--- config.mk ---
export PLATFORM = sky130hd
export DESIGN_NAME = fr90_addr_gen
export DESIGN_NICKNAME = d
export VERILOG_FILES = /design/src/design/fr90_pkg.sv /design/src/design/fr90_addr_gen.sv
export SDC_FILE = /design/constraint.sdc
export NUM_CORES = 1
export LEC_CHECK = 0
export ABC_AREA = 1
export BUFFER_PORTS_ARGS = -buffer_cell sky130_fd_sc_hd__buf_2
export CAP_MARGIN = 40
export CORE_ASPECT_RATIO = 1.75
export CORE_MARGIN = 1.5
export CORE_UTILIZATION = 61
export DETAILED_ROUTE_END_ITERATION = 10
export GPL_TIMING_DRIVEN = 0
export PLACE_DENSITY = 0.9
export SLEW_MARGIN = 20
export SYNTH_ARGS = -nofsm -noshare
export SYNTH_HDL_FRONTEND = slang
export SYNTH_SLANG_ARGS = --single-unit
export TNS_END_PERCENT = 1
--- constraint.sdc ---
create_clock -name clk_i -period 4.2 [get_ports clk_i]
set_input_delay 0 -clock clk_i [delete_from_list [all_inputs] [get_ports clk_i]]
set_output_delay 0 -clock clk_i [all_outputs]
set_load 0.005 [all_outputs]
--- src/design/fr90_pkg.sv ---
// Shared constants, types and helpers for the frame rotation block.
package fr90_pkg;

  // Frame geometry
  localparam int MAX_DIM    = 256;
  localparam int COORD_W    = $clog2(MAX_DIM);   // one coordinate
  localparam int DIM_W      = COORD_W + 1;       // a dimension, 1..MAX_DIM
  localparam int ADDR_W     = 2 * COORD_W;       // frame store address
  localparam int COUNT_W    = ADDR_W + 1;        // pixel count, up to MAX_DIM^2
  localparam int PIXEL_BITS = 24;
  localparam int PORT_PIX_W = 24;                // pixel ports

  // Configuration register indexes
  localparam int CFG_IDX_W = 2;
  localparam logic [CFG_IDX_W-1:0] CFG_SRC_WIDTH  = 2'd0;
  localparam logic [CFG_IDX_W-1:0] CFG_SRC_HEIGHT = 2'd1;
  localparam logic [CFG_IDX_W-1:0] CFG_ANGLE_CODE = 2'd2;
  localparam logic [CFG_IDX_W-1:0] CFG_PIXEL_MODE = 2'd3;
  localparam int CFG_DATA_W = 9;

  // Item functions
  localparam logic FUNC_LOAD = 1'b0;
  localparam logic FUNC_READ = 1'b1;

  // Pixel modes
  localparam logic MODE_INDEX8 = 1'b0;
  localparam logic MODE_BGR24  = 1'b1;

  // Rotation codes, clockwise
  typedef enum logic [1:0] {
    ANGLE_0   = 2'd0,
    ANGLE_90  = 2'd1,
    ANGLE_180 = 2'd2,
    ANGLE_270 = 2'd3
  } angle_e;

  // Register file contents
  typedef struct packed {
    logic [DIM_W-1:0] src_width;
    logic [DIM_W-1:0] src_height;
    angle_e           angle_code;
    logic             pixel_mode;
  } cfg_t;

  // Work handed from the address generator to the store pipeline
  typedef struct packed {
    logic                  wr_en;
    logic                  rd_en;
    logic                  last;
    logic                  mode;
    logic [COORD_W-1:0]    sx;
    logic [COORD_W-1:0]    sy;
    logic [ADDR_W-1:0]     wr_addr;
    logic [PIXEL_BITS-1:0] data;
  } fetch_t;

  // Dimension forced into 1..MAX_DIM
  function automatic logic [DIM_W-1:0] clamp_dim(input logic [DIM_W-1:0] v);
    logic [DIM_W-1:0] r;
    if (v == '0) begin
      r = DIM_W'(1);
    end else if (v > DIM_W'(MAX_DIM)) begin
      r = DIM_W'(MAX_DIM);
    end else begin
      r = v;
    end
    return r;
  endfunction

  // Keep the bits the pixel mode stores
  function automatic logic [PIXEL_BITS-1:0] mask_pixel(input logic [PIXEL_BITS-1:0] p,
                                                       input logic mode);
    logic [PIXEL_BITS-1:0] r;
    if (mode == MODE_INDEX8) begin
      r = {{(PIXEL_BITS-8){1'b0}}, p[7:0]};
    end else begin
      r = p;
    end
    return r;
  endfunction

endpackage

--- src/design/fr90_addr_gen.sv ---
// Load and destination counters, source coordinate mapping, first pipeline stage.
module fr90_addr_gen (
  input  logic                            clk_i,
  input  logic                            rst_ni,
  input  fr90_pkg::cfg_t                  cfg_i,
  input  logic                            take_i,
  input  logic                            func_i,
  input  logic [fr90_pkg::PORT_PIX_W-1:0] pixel_i,
  output fr90_pkg::fetch_t                fetch_o
);
  import fr90_pkg::*;

  logic [COUNT_W-1:0]    load_count_q, load_count_d;
  logic [COORD_W-1:0]    dest_x_q, dest_x_d;
  logic [COORD_W-1:0]    dest_y_q, dest_y_d;
  logic                  wr_en_q, wr_en_d;
  logic                  rd_en_q, rd_en_d;
  logic                  last_q, mode_q;
  logic [COORD_W-1:0]    sx_q, sy_q, sx, sy, x, y;
  logic [ADDR_W-1:0]     wr_addr_q;
  logic [PIXEL_BITS-1:0] data_q, data_in;

  logic [DIM_W-1:0]   w, h, dw, dh;
  logic [COUNT_W-1:0] total;
  logic               loaded, last, x_end;

  // Frame size and load state
  assign w      = clamp_dim(cfg_i.src_width);
  assign h      = clamp_dim(cfg_i.src_height);
  assign total  = COUNT_W'(w) * COUNT_W'(h);
  assign loaded = (load_count_q >= total);

  // Destination size swaps for quarter turns
  always_comb begin
    if (cfg_i.angle_code == ANGLE_90 || cfg_i.angle_code == ANGLE_270) begin
      dw = h;
      dh = w;
    end else begin
      dw = w;
      dh = h;
    end
  end

  // Destination position, held inside the current frame size
  assign x = (DIM_W'(dest_x_q) < dw) ? dest_x_q : COORD_W'(dw - DIM_W'(1));
  assign y = (DIM_W'(dest_y_q) < dh) ? dest_y_q : COORD_W'(dh - DIM_W'(1));

  // Source coordinate for this destination pixel
  always_comb begin
    unique case (cfg_i.angle_code)
      ANGLE_90: begin
        sx = y;
        sy = COORD_W'(h - DIM_W'(1) - DIM_W'(x));
      end
      ANGLE_180: begin
        sx = COORD_W'(w - DIM_W'(1) - DIM_W'(x));
        sy = COORD_W'(h - DIM_W'(1) - DIM_W'(y));
      end
      ANGLE_270: begin
        sx = COORD_W'(w - DIM_W'(1) - DIM_W'(y));
        sy = x;
      end
      default: begin
        sx = x;
        sy = y;
      end
    endcase
  end

  assign x_end   = (DIM_W'(x) == dw - DIM_W'(1));
  assign last    = x_end && (DIM_W'(y) == dh - DIM_W'(1));
  assign data_in = mask_pixel(PIXEL_BITS'(pixel_i), cfg_i.pixel_mode);

  // Counter updates per accepted word
  always_comb begin
    load_count_d = load_count_q;
    dest_x_d     = dest_x_q;
    dest_y_d     = dest_y_q;
    wr_en_d      = 1'b0;
    rd_en_d      = 1'b0;
    if (take_i && func_i == FUNC_LOAD && !loaded) begin
      wr_en_d      = 1'b1;
      load_count_d = load_count_q + COUNT_W'(1);
    end else if (take_i && func_i == FUNC_READ && loaded) begin
      rd_en_d = 1'b1;
      if (last) begin
        load_count_d = '0;
        dest_x_d     = '0;
        dest_y_d     = '0;
      end else if (x_end) begin
        dest_x_d = '0;
        dest_y_d = y + COORD_W'(1);
      end else begin
        dest_x_d = x + COORD_W'(1);
        dest_y_d = y;
      end
    end
  end

  // Control registers
  always_ff @(posedge clk_i or negedge rst_ni) begin
    if (!rst_ni) begin
      load_count_q <= '0;
      dest_x_q     <= '0;
      dest_y_q     <= '0;
      wr_en_q      <= 1'b0;
      rd_en_q      <= 1'b0;
    end else begin
      load_count_q <= load_count_d;
      dest_x_q     <= dest_x_d;
      dest_y_q     <= dest_y_d;
      wr_en_q      <= wr_en_d;
      rd_en_q      <= rd_en_d;
    end
  end

  // Payload registers
  always_ff @(posedge clk_i) begin
    last_q    <= last;
    mode_q    <= cfg_i.pixel_mode;
    sx_q      <= sx;
    sy_q      <= sy;
    wr_addr_q <= load_count_q[ADDR_W-1:0];
    data_q    <= data_in;
  end

  assign fetch_o.wr_en   = wr_en_q;
  assign fetch_o.rd_en   = rd_en_q;
  assign fetch_o.last    = last_q;
  assign fetch_o.mode    = mode_q;
  assign fetch_o.sx      = sx_q;
  assign fetch_o.sy      = sy_q;
  assign fetch_o.wr_addr = wr_addr_q;
  assign fetch_o.data    = data_q;

endmodule

# --- Word-level counts from Yosys, hierarchy flattened ---
# Index checks and enable logic that the tools add are counted.
totals:
  reg_bits: 93
  inputBits: 49
  out_inout_bits: 60
  elab_cells: 69
classes:
  addsub: 11
  n_mul: 1
  order_cmp: 5
  eq_ne: 5
  mux: 20
  bitwise: 2
  reduce_logical: 13
ops:
  columns: ["op", "count"]
  rows:
  - ["9-bit two-way mux", 6]
  - ["17-bit two-way mux", 3]
  - ["8-bit two-way mux", 6]
  - ["8-bit one-hot mux with 3 select lines", 2]
  - ["8-bit subtractor", 4]
  - ["8-bit by 9-bit equality test with 1-bit output", 2]
  - ["9-bit > comparator (second input constant)", 2]
  - ["9-bit logical NOT", 2]
  - ["8-bit by 9-bit < comparator with 1-bit output", 2]
  - ["9-bit by 1-bit subtractor with 9-bit output (second input constant)", 2]
  - ["17-bit by 1-bit adder with 17-bit output (second input constant)", 1]
  - ["17-bit >= comparator", 1]
  - ["9-bit by 9-bit multiplier with 17-bit output", 1]
  - ["8-bit by 1-bit adder with 8-bit output (second input constant)", 2]
  - ["8-bit by 1-bit subtractor with 8-bit output (second input constant)", 2]
  - ["1-bit logical AND", 5]
  - ["2-bit equality test (second input constant)", 2]
  - ["2-bit AND reduction", 2]
  - ["2-bit nonzero test", 2]
  - ["1-bit two-way mux", 3]
  - ["2-bit by 1-bit equality test with 1-bit output (second input constant)", 1]
  - ["1-bit inverter", 2]
  - ["1-bit logical NOT", 1]
  - ["1-bit logical OR", 1]

# --- Logic depth before layout (Yosys ltp) ---
logic_depth:
  word_depth: 11
  mapped_depth: 40

# --- Worst setup path before layout ---
# Ideal clock, no wire load.
synth_timing:
  path_kind: "input port to flip-flop"
  start: "input cfg_i[20] (netlist name)"
  end: "register dest_x_q[1]"
  arrival_ns: 5.985
  setup_slack_ns: -1.919
  cell_stages: 32
  cell_sequence: "buf_4 nor2_2 clkinv_1 nor2_1 fa_1 fa_1 fa_1 inv_1 fa_1 inv_1 ha_1 nand2_1 nor3_1 nand2_1 o211ai_1 a21o_1 a21oi_1 o21bai_1 a21oi_1 xor2_1 ha_1 nand2_1 inv_1 nand3_1 inv_1 a21oi_1 o211ai_1 o211ai_1 inv_1 clkbuf_1 nand3_1 o21ai_0"
synth_via:
  elab_chain_len: 9
synth_lines:
  columns: ["element", "line", "text"]
  rows:
  - ["from (decl)", "fr90_addr_gen.sv:5", "input fr90_pkg::cfg_t cfg_i,"]
  - ["9-bit > comparator", "fr90_pkg.sv:62", "end else if (v > DIM_W'(MAX_DIM)) begin"]
  - ["9-bit two-way mux", "fr90_pkg.sv:62", null]
  - ["9-bit two-way mux (*)", "fr90_pkg.sv:60", "if (v == '0) begin"]
  - ["9-bit by 9-bit multiplier with 17-bit output / 9-bit two-way mux (equally long branches)", "fr90_addr_gen.sv:30, fr90_addr_gen.sv:35", null]
  - ["17-bit >= comparator, or another cell as far along", "fr90_addr_gen.sv:31", "assign loaded = (load_count_q >= total);"]
  - ["1-bit logical NOT, or another cell as far along", "fr90_addr_gen.sv:81", "if (take_i && func_i == FUNC_LOAD && !loaded) begin"]
  - ["1-bit logical AND, or another cell as far along", "fr90_addr_gen.sv:81", null]
  - ["1-bit inverter (no line), or another cell as far along", null, null]
  - ["2-bit AND reduction (no line) / 8-bit two-way mux (equally long branches)", null, null]
  - ["to (signal assigned)", "fr90_addr_gen.sv:110", "dest_x_q <= dest_x_d;"]
  - ["to (decl)", "fr90_addr_gen.sv:14", "logic [COORD_W-1:0] dest_x_q, dest_x_d;"]
# Mark *: on every way between the ends. The rest lies on a longest branch, timed or not.
# A chain may end at the register's enable or synchronous reset.

# --- Worst setup path after layout ---
layout_timing:
  start: "input cfg_i[4] (netlist name)"
  end: "register load_count_q[13]"
layout_via:
  elab_chain_len: 10
layout_lines:
  columns: ["element", "line", "text"]
  rows:
  - ["9-bit > comparator", "fr90_pkg.sv:62", null]
  - ["9-bit two-way mux", "fr90_pkg.sv:62", null]
  - ["9-bit two-way mux (*)", "fr90_pkg.sv:60", null]
  - ["branches (longest 7 deep; another with 9-bit by 9-bit multiplier with 17-bit output)", null, null]
  - ["to (signal assigned)", "fr90_addr_gen.sv:109", "load_count_q <= load_count_d;"]
  - ["to (decl)", "fr90_addr_gen.sv:13", "logic [COUNT_W-1:0] load_count_q, load_count_d;"]
# Mark *: on every way between the ends.

==> impl_metrics.env <==
export IMPL_status="finished, violations left"
export IMPL_violations="setup timing"
export IMPL_antenna_cells=0
export IMPL_timing_rr_end="sy_q[7]$_DFF_P_"
export IMPL_p_int_mw=2.38
export IMPL_fin_worst_skew_ns=0.0120
export IMPL_slowest_delay_ns=0.49
export IMPL_hold_path_class="primary input to flop"
export IMPL_drtAntennaViolNets=0
export IMPL_worst_pin_slew_ns=0.693
export IMPL_critical_path_class="primary input to flop"
export IMPL_fmax_mhz=158
export IMPL_netlist_instances=1337
export IMPL_grt_use_met2_pct=72.7
export IMPL_insertion_delay_ns=0.36
export IMPL_syn_to_final_growth_pct=25.4
export IMPL_hold_path_startpoint="take_i"
export IMPL_busiest_layer="met2"
export IMPL_synthArstFlopShare_pct=37.6
export IMPL_p_leak_nw=6.44
export IMPL_reg2reg_from="dest_x_q[2]$_DFFE_PN0P_"
export IMPL_switching_power_mw=2.07
export IMPL_post_route_util_pct=77.9
export IMPL_firstDrtPassIters=8
export IMPL_finalNetCount=1724
export IMPL_cp_num_buf_inv=11
export IMPL_seq_power_share_pct=26.1
export IMPL_worstRegToRegCells=29
export IMPL_finalCritPeriodShare_pct=151
export IMPL_viasPerCell=5.92
export IMPL_min_path_cells=4
export IMPL_met1_usage_pct=38.7
export IMPL_root_buffer="clkbuf_16"
export IMPL_place_area_sq_um=10600
export IMPL_gp_congestion=1.05
export IMPL_dp_cells=1633
export IMPL_synth_warnings=0
export IMPL_startpoint_type="primary input"
export IMPL_grt_pass1_vias=10700
export IMPL_clock_sinks=93
export IMPL_row_count=60
export IMPL_rrSetupSlack_ns=0.02
export IMPL_wirelength_microns=32300
export IMPL_stdcell_area_sq_um=11900
export IMPL_slew_headroom_pct=53.3
export IMPL_cts_buffer_depth=2
export IMPL_synth_cell_types=52
export IMPL_path_common_cell="inv_1"
export IMPL_p_clk_share_pct=19.4
export IMPL_crit_cells=38
export IMPL_die_x_microns=97.4
export IMPL_hpwl_microns=21600
export IMPL_fin_cells=1723
export IMPL_final_cell_mix="306 x nand2_1, 226 x inv_1, 102 x buf_2"
export IMPL_ioPinCount=109
export IMPL_cts_clk_slew_worst_paths_ns=0.08
export IMPL_core_sq_um=15300
export IMPL_grt_pass1_wl_microns=51500
export IMPL_holdPathEnd="load_count_q[5]$_DFFE_PN0P_"
export IMPL_die_area_sq_um=16400
export IMPL_vias=10200
export IMPL_met3_usage_pct=6.64
export IMPL_hold_viol=0
export IMPL_start_util_pct=62.1
export IMPL_wire_per_inst_microns=18.8
export IMPL_grtUsageTotal_pct=39.9
export IMPL_synth_seq_cells=93
export IMPL_arrival_ns=6.64
export IMPL_pwr_share_comb_pct=54.5
export IMPL_swShare_pct=46.5
export IMPL_crit_fanout=6
export IMPL_drv_cap=0
export IMPL_numCtsBuffers=9
export IMPL_die_height_microns=168
export IMPL_grt_setup_unrepaired="true"
export IMPL_power_mw=4.45
export IMPL_syn_num_nets=1529
export IMPL_drt_iter0_markers=894
export IMPL_port_buffers=108
export IMPL_cts_tree="built"
export IMPL_powerDensity_nw_per_um2=373
export IMPL_htreeDepth=3
export IMPL_cp_top_family="adder cells"
export IMPL_end_kind="flop"
export IMPL_worstPathRequired_ns=4.49
export IMPL_antenna_found_initial=0
export IMPL_drc=0
export IMPL_grt_ovfl_total=0
export IMPL_min_period_ns=6.35
export IMPL_drive_gt1_share_pct=24.8
export IMPL_ir_drop_mv=0.287
export IMPL_synth_edff_count=0
export IMPL_grt_max_degree=21
export IMPL_syn_area_sq_um=9520
export IMPL_yosysSeqAreaShare_pct=21.4
export IMPL_synth_avg_cell_area_sq_um=7.12
export IMPL_maxSlewViolCount=0
export IMPL_synth_main_ff_cell="dfxtp_1"
export IMPL_final_common_cell="nand2_1"
export IMPL_slowest_stage="fa_1"
export IMPL_setup_violations=39
export IMPL_fin_ws_ns=-2.15
cell type report:
class | count | area (sq um)
multi-input combinational | 952 | 6750
fill | 969 | 3380
sequential | 93 | 2040
timing repair buffer | 184 | 1310
inverter | 265 | 1030
buffer | 27 | 269
tap | 186 | 233
clock buffer | 9 | 225
clock inverter | 7 | 83.8
registers in the layout, summed over array words and instances, names as in the netlist:
signal and count:
load_count_q 17, dest_y_q 8, dest_x_q 8, wr_addr_q 16, rd_en_q 1, last_q 1
data_q 24, sx_q 8, wr_en_q 1, mode_q 1, sy_q 8
kinds of logic (layout without fill, tap and decap cells):
group	Yosys count	in the layout	share of synthesized area, %
fa+ha+maj	143	143	22.8
compound gates	146	146	9.80
xor+xnor	44	44	4.13
simple gates	619	619	29.5
buf+inv	292	492	12.4
flops	93	93	21.4
per-stage QoR:
stage / worst slack [ns] / setup TNS [ns] / hold slack (ns)
finish: -2.15 / -71.60 / 0.122
global route: -2.25 / -77.32 / 0.128
CTS: -1.71 / -57.15 / 0.0937
detailed placement: -2.73 / -94.97 / -0.0105
global placement: -3.00 / -102.47 / 0.102
floorplan: -1.52 / -49.89 / -0.296
synth_stat cells (18+ instances only):
cell type | n | area (sq um)
a21oi_1 | 35 | 175
dfrtp_1 | 35 | 876
dfxtp_1 | 58 | 1160
fa_1 | 51 | 1020
ha_1 | 92 | 1150
inv_1 | 246 | 923
nand2_1 | 320 | 1200
nand2_2 | 20 | 125
nand3_1 | 87 | 435
nor2_1 | 113 | 424
o21ai_0 | 47 | 235
o21ai_2 | 18 | 158
xor2_1 | 29 | 254
tightest hold or removal path, delay by kind of cell:
family | cells | cell delay (ns)
buffers and inverters | 1 | 0.13
AND/OR/NAND/NOR | 3 | 0.31
power groups by stage:
| stage | Clock [mW] | Combinational (mW) | Sequential [mW] |
|---|---|---|---|
| 2_1_floorplan | 0 | 1.54 | 1.15 |
| 4_1_cts | 0.855 | 2.25 | 1.15 |
| 3_5_place_dp | 0 | 2.11 | 1.17 |
| 6_report | 0.863 | 2.43 | 1.16 |
| 3_3_place_gp | 0 | 2.04 | 1.16 |
| 5_1_grt | 0.892 | 2.65 | 1.17 |
worst max-delay path by stage:
stage / start / endpoint / slack (ns)
after floorplan: cfg_i[7] / load_count_q[9]$_DFFE_PN0P_ / -1.52
after global placement: cfg_i[11] / load_count_q[15]$_DFFE_PN0P_ / -3.00
after detailed placement: cfg_i[11] / load_count_q[13]$_DFFE_PN0P_ / -2.73
after CTS: cfg_i[10] / load_count_q[10]$_DFFE_PN0P_ / -1.71
after global routing: cfg_i[10] / load_count_q[13]$_DFFE_PN0P_ / -2.25
final: cfg_i[4] / load_count_q[13]$_DFFE_PN0P_ / -2.15
what timing repair did:
item / 4_1_cts / 5_1_grt
endpoints found under the hold margin: 60 / 0
endpoints found under the setup margin: 40 / 43
hold buffers: 26 / 0
pin swaps: 62 / 10
gates resized for setup: 87 / 20
cloned: 1 / 0
buffers inserted: 45 / 1
layer usage:
layer / share of wire, % / up-vias
li1: - / 4569
met1: 31 / 4702
met2: 51 / 651
met3: 6.8 / 274
met4: 10 / 0
met5: 0 / -
(Power assumes the default switching activity.)
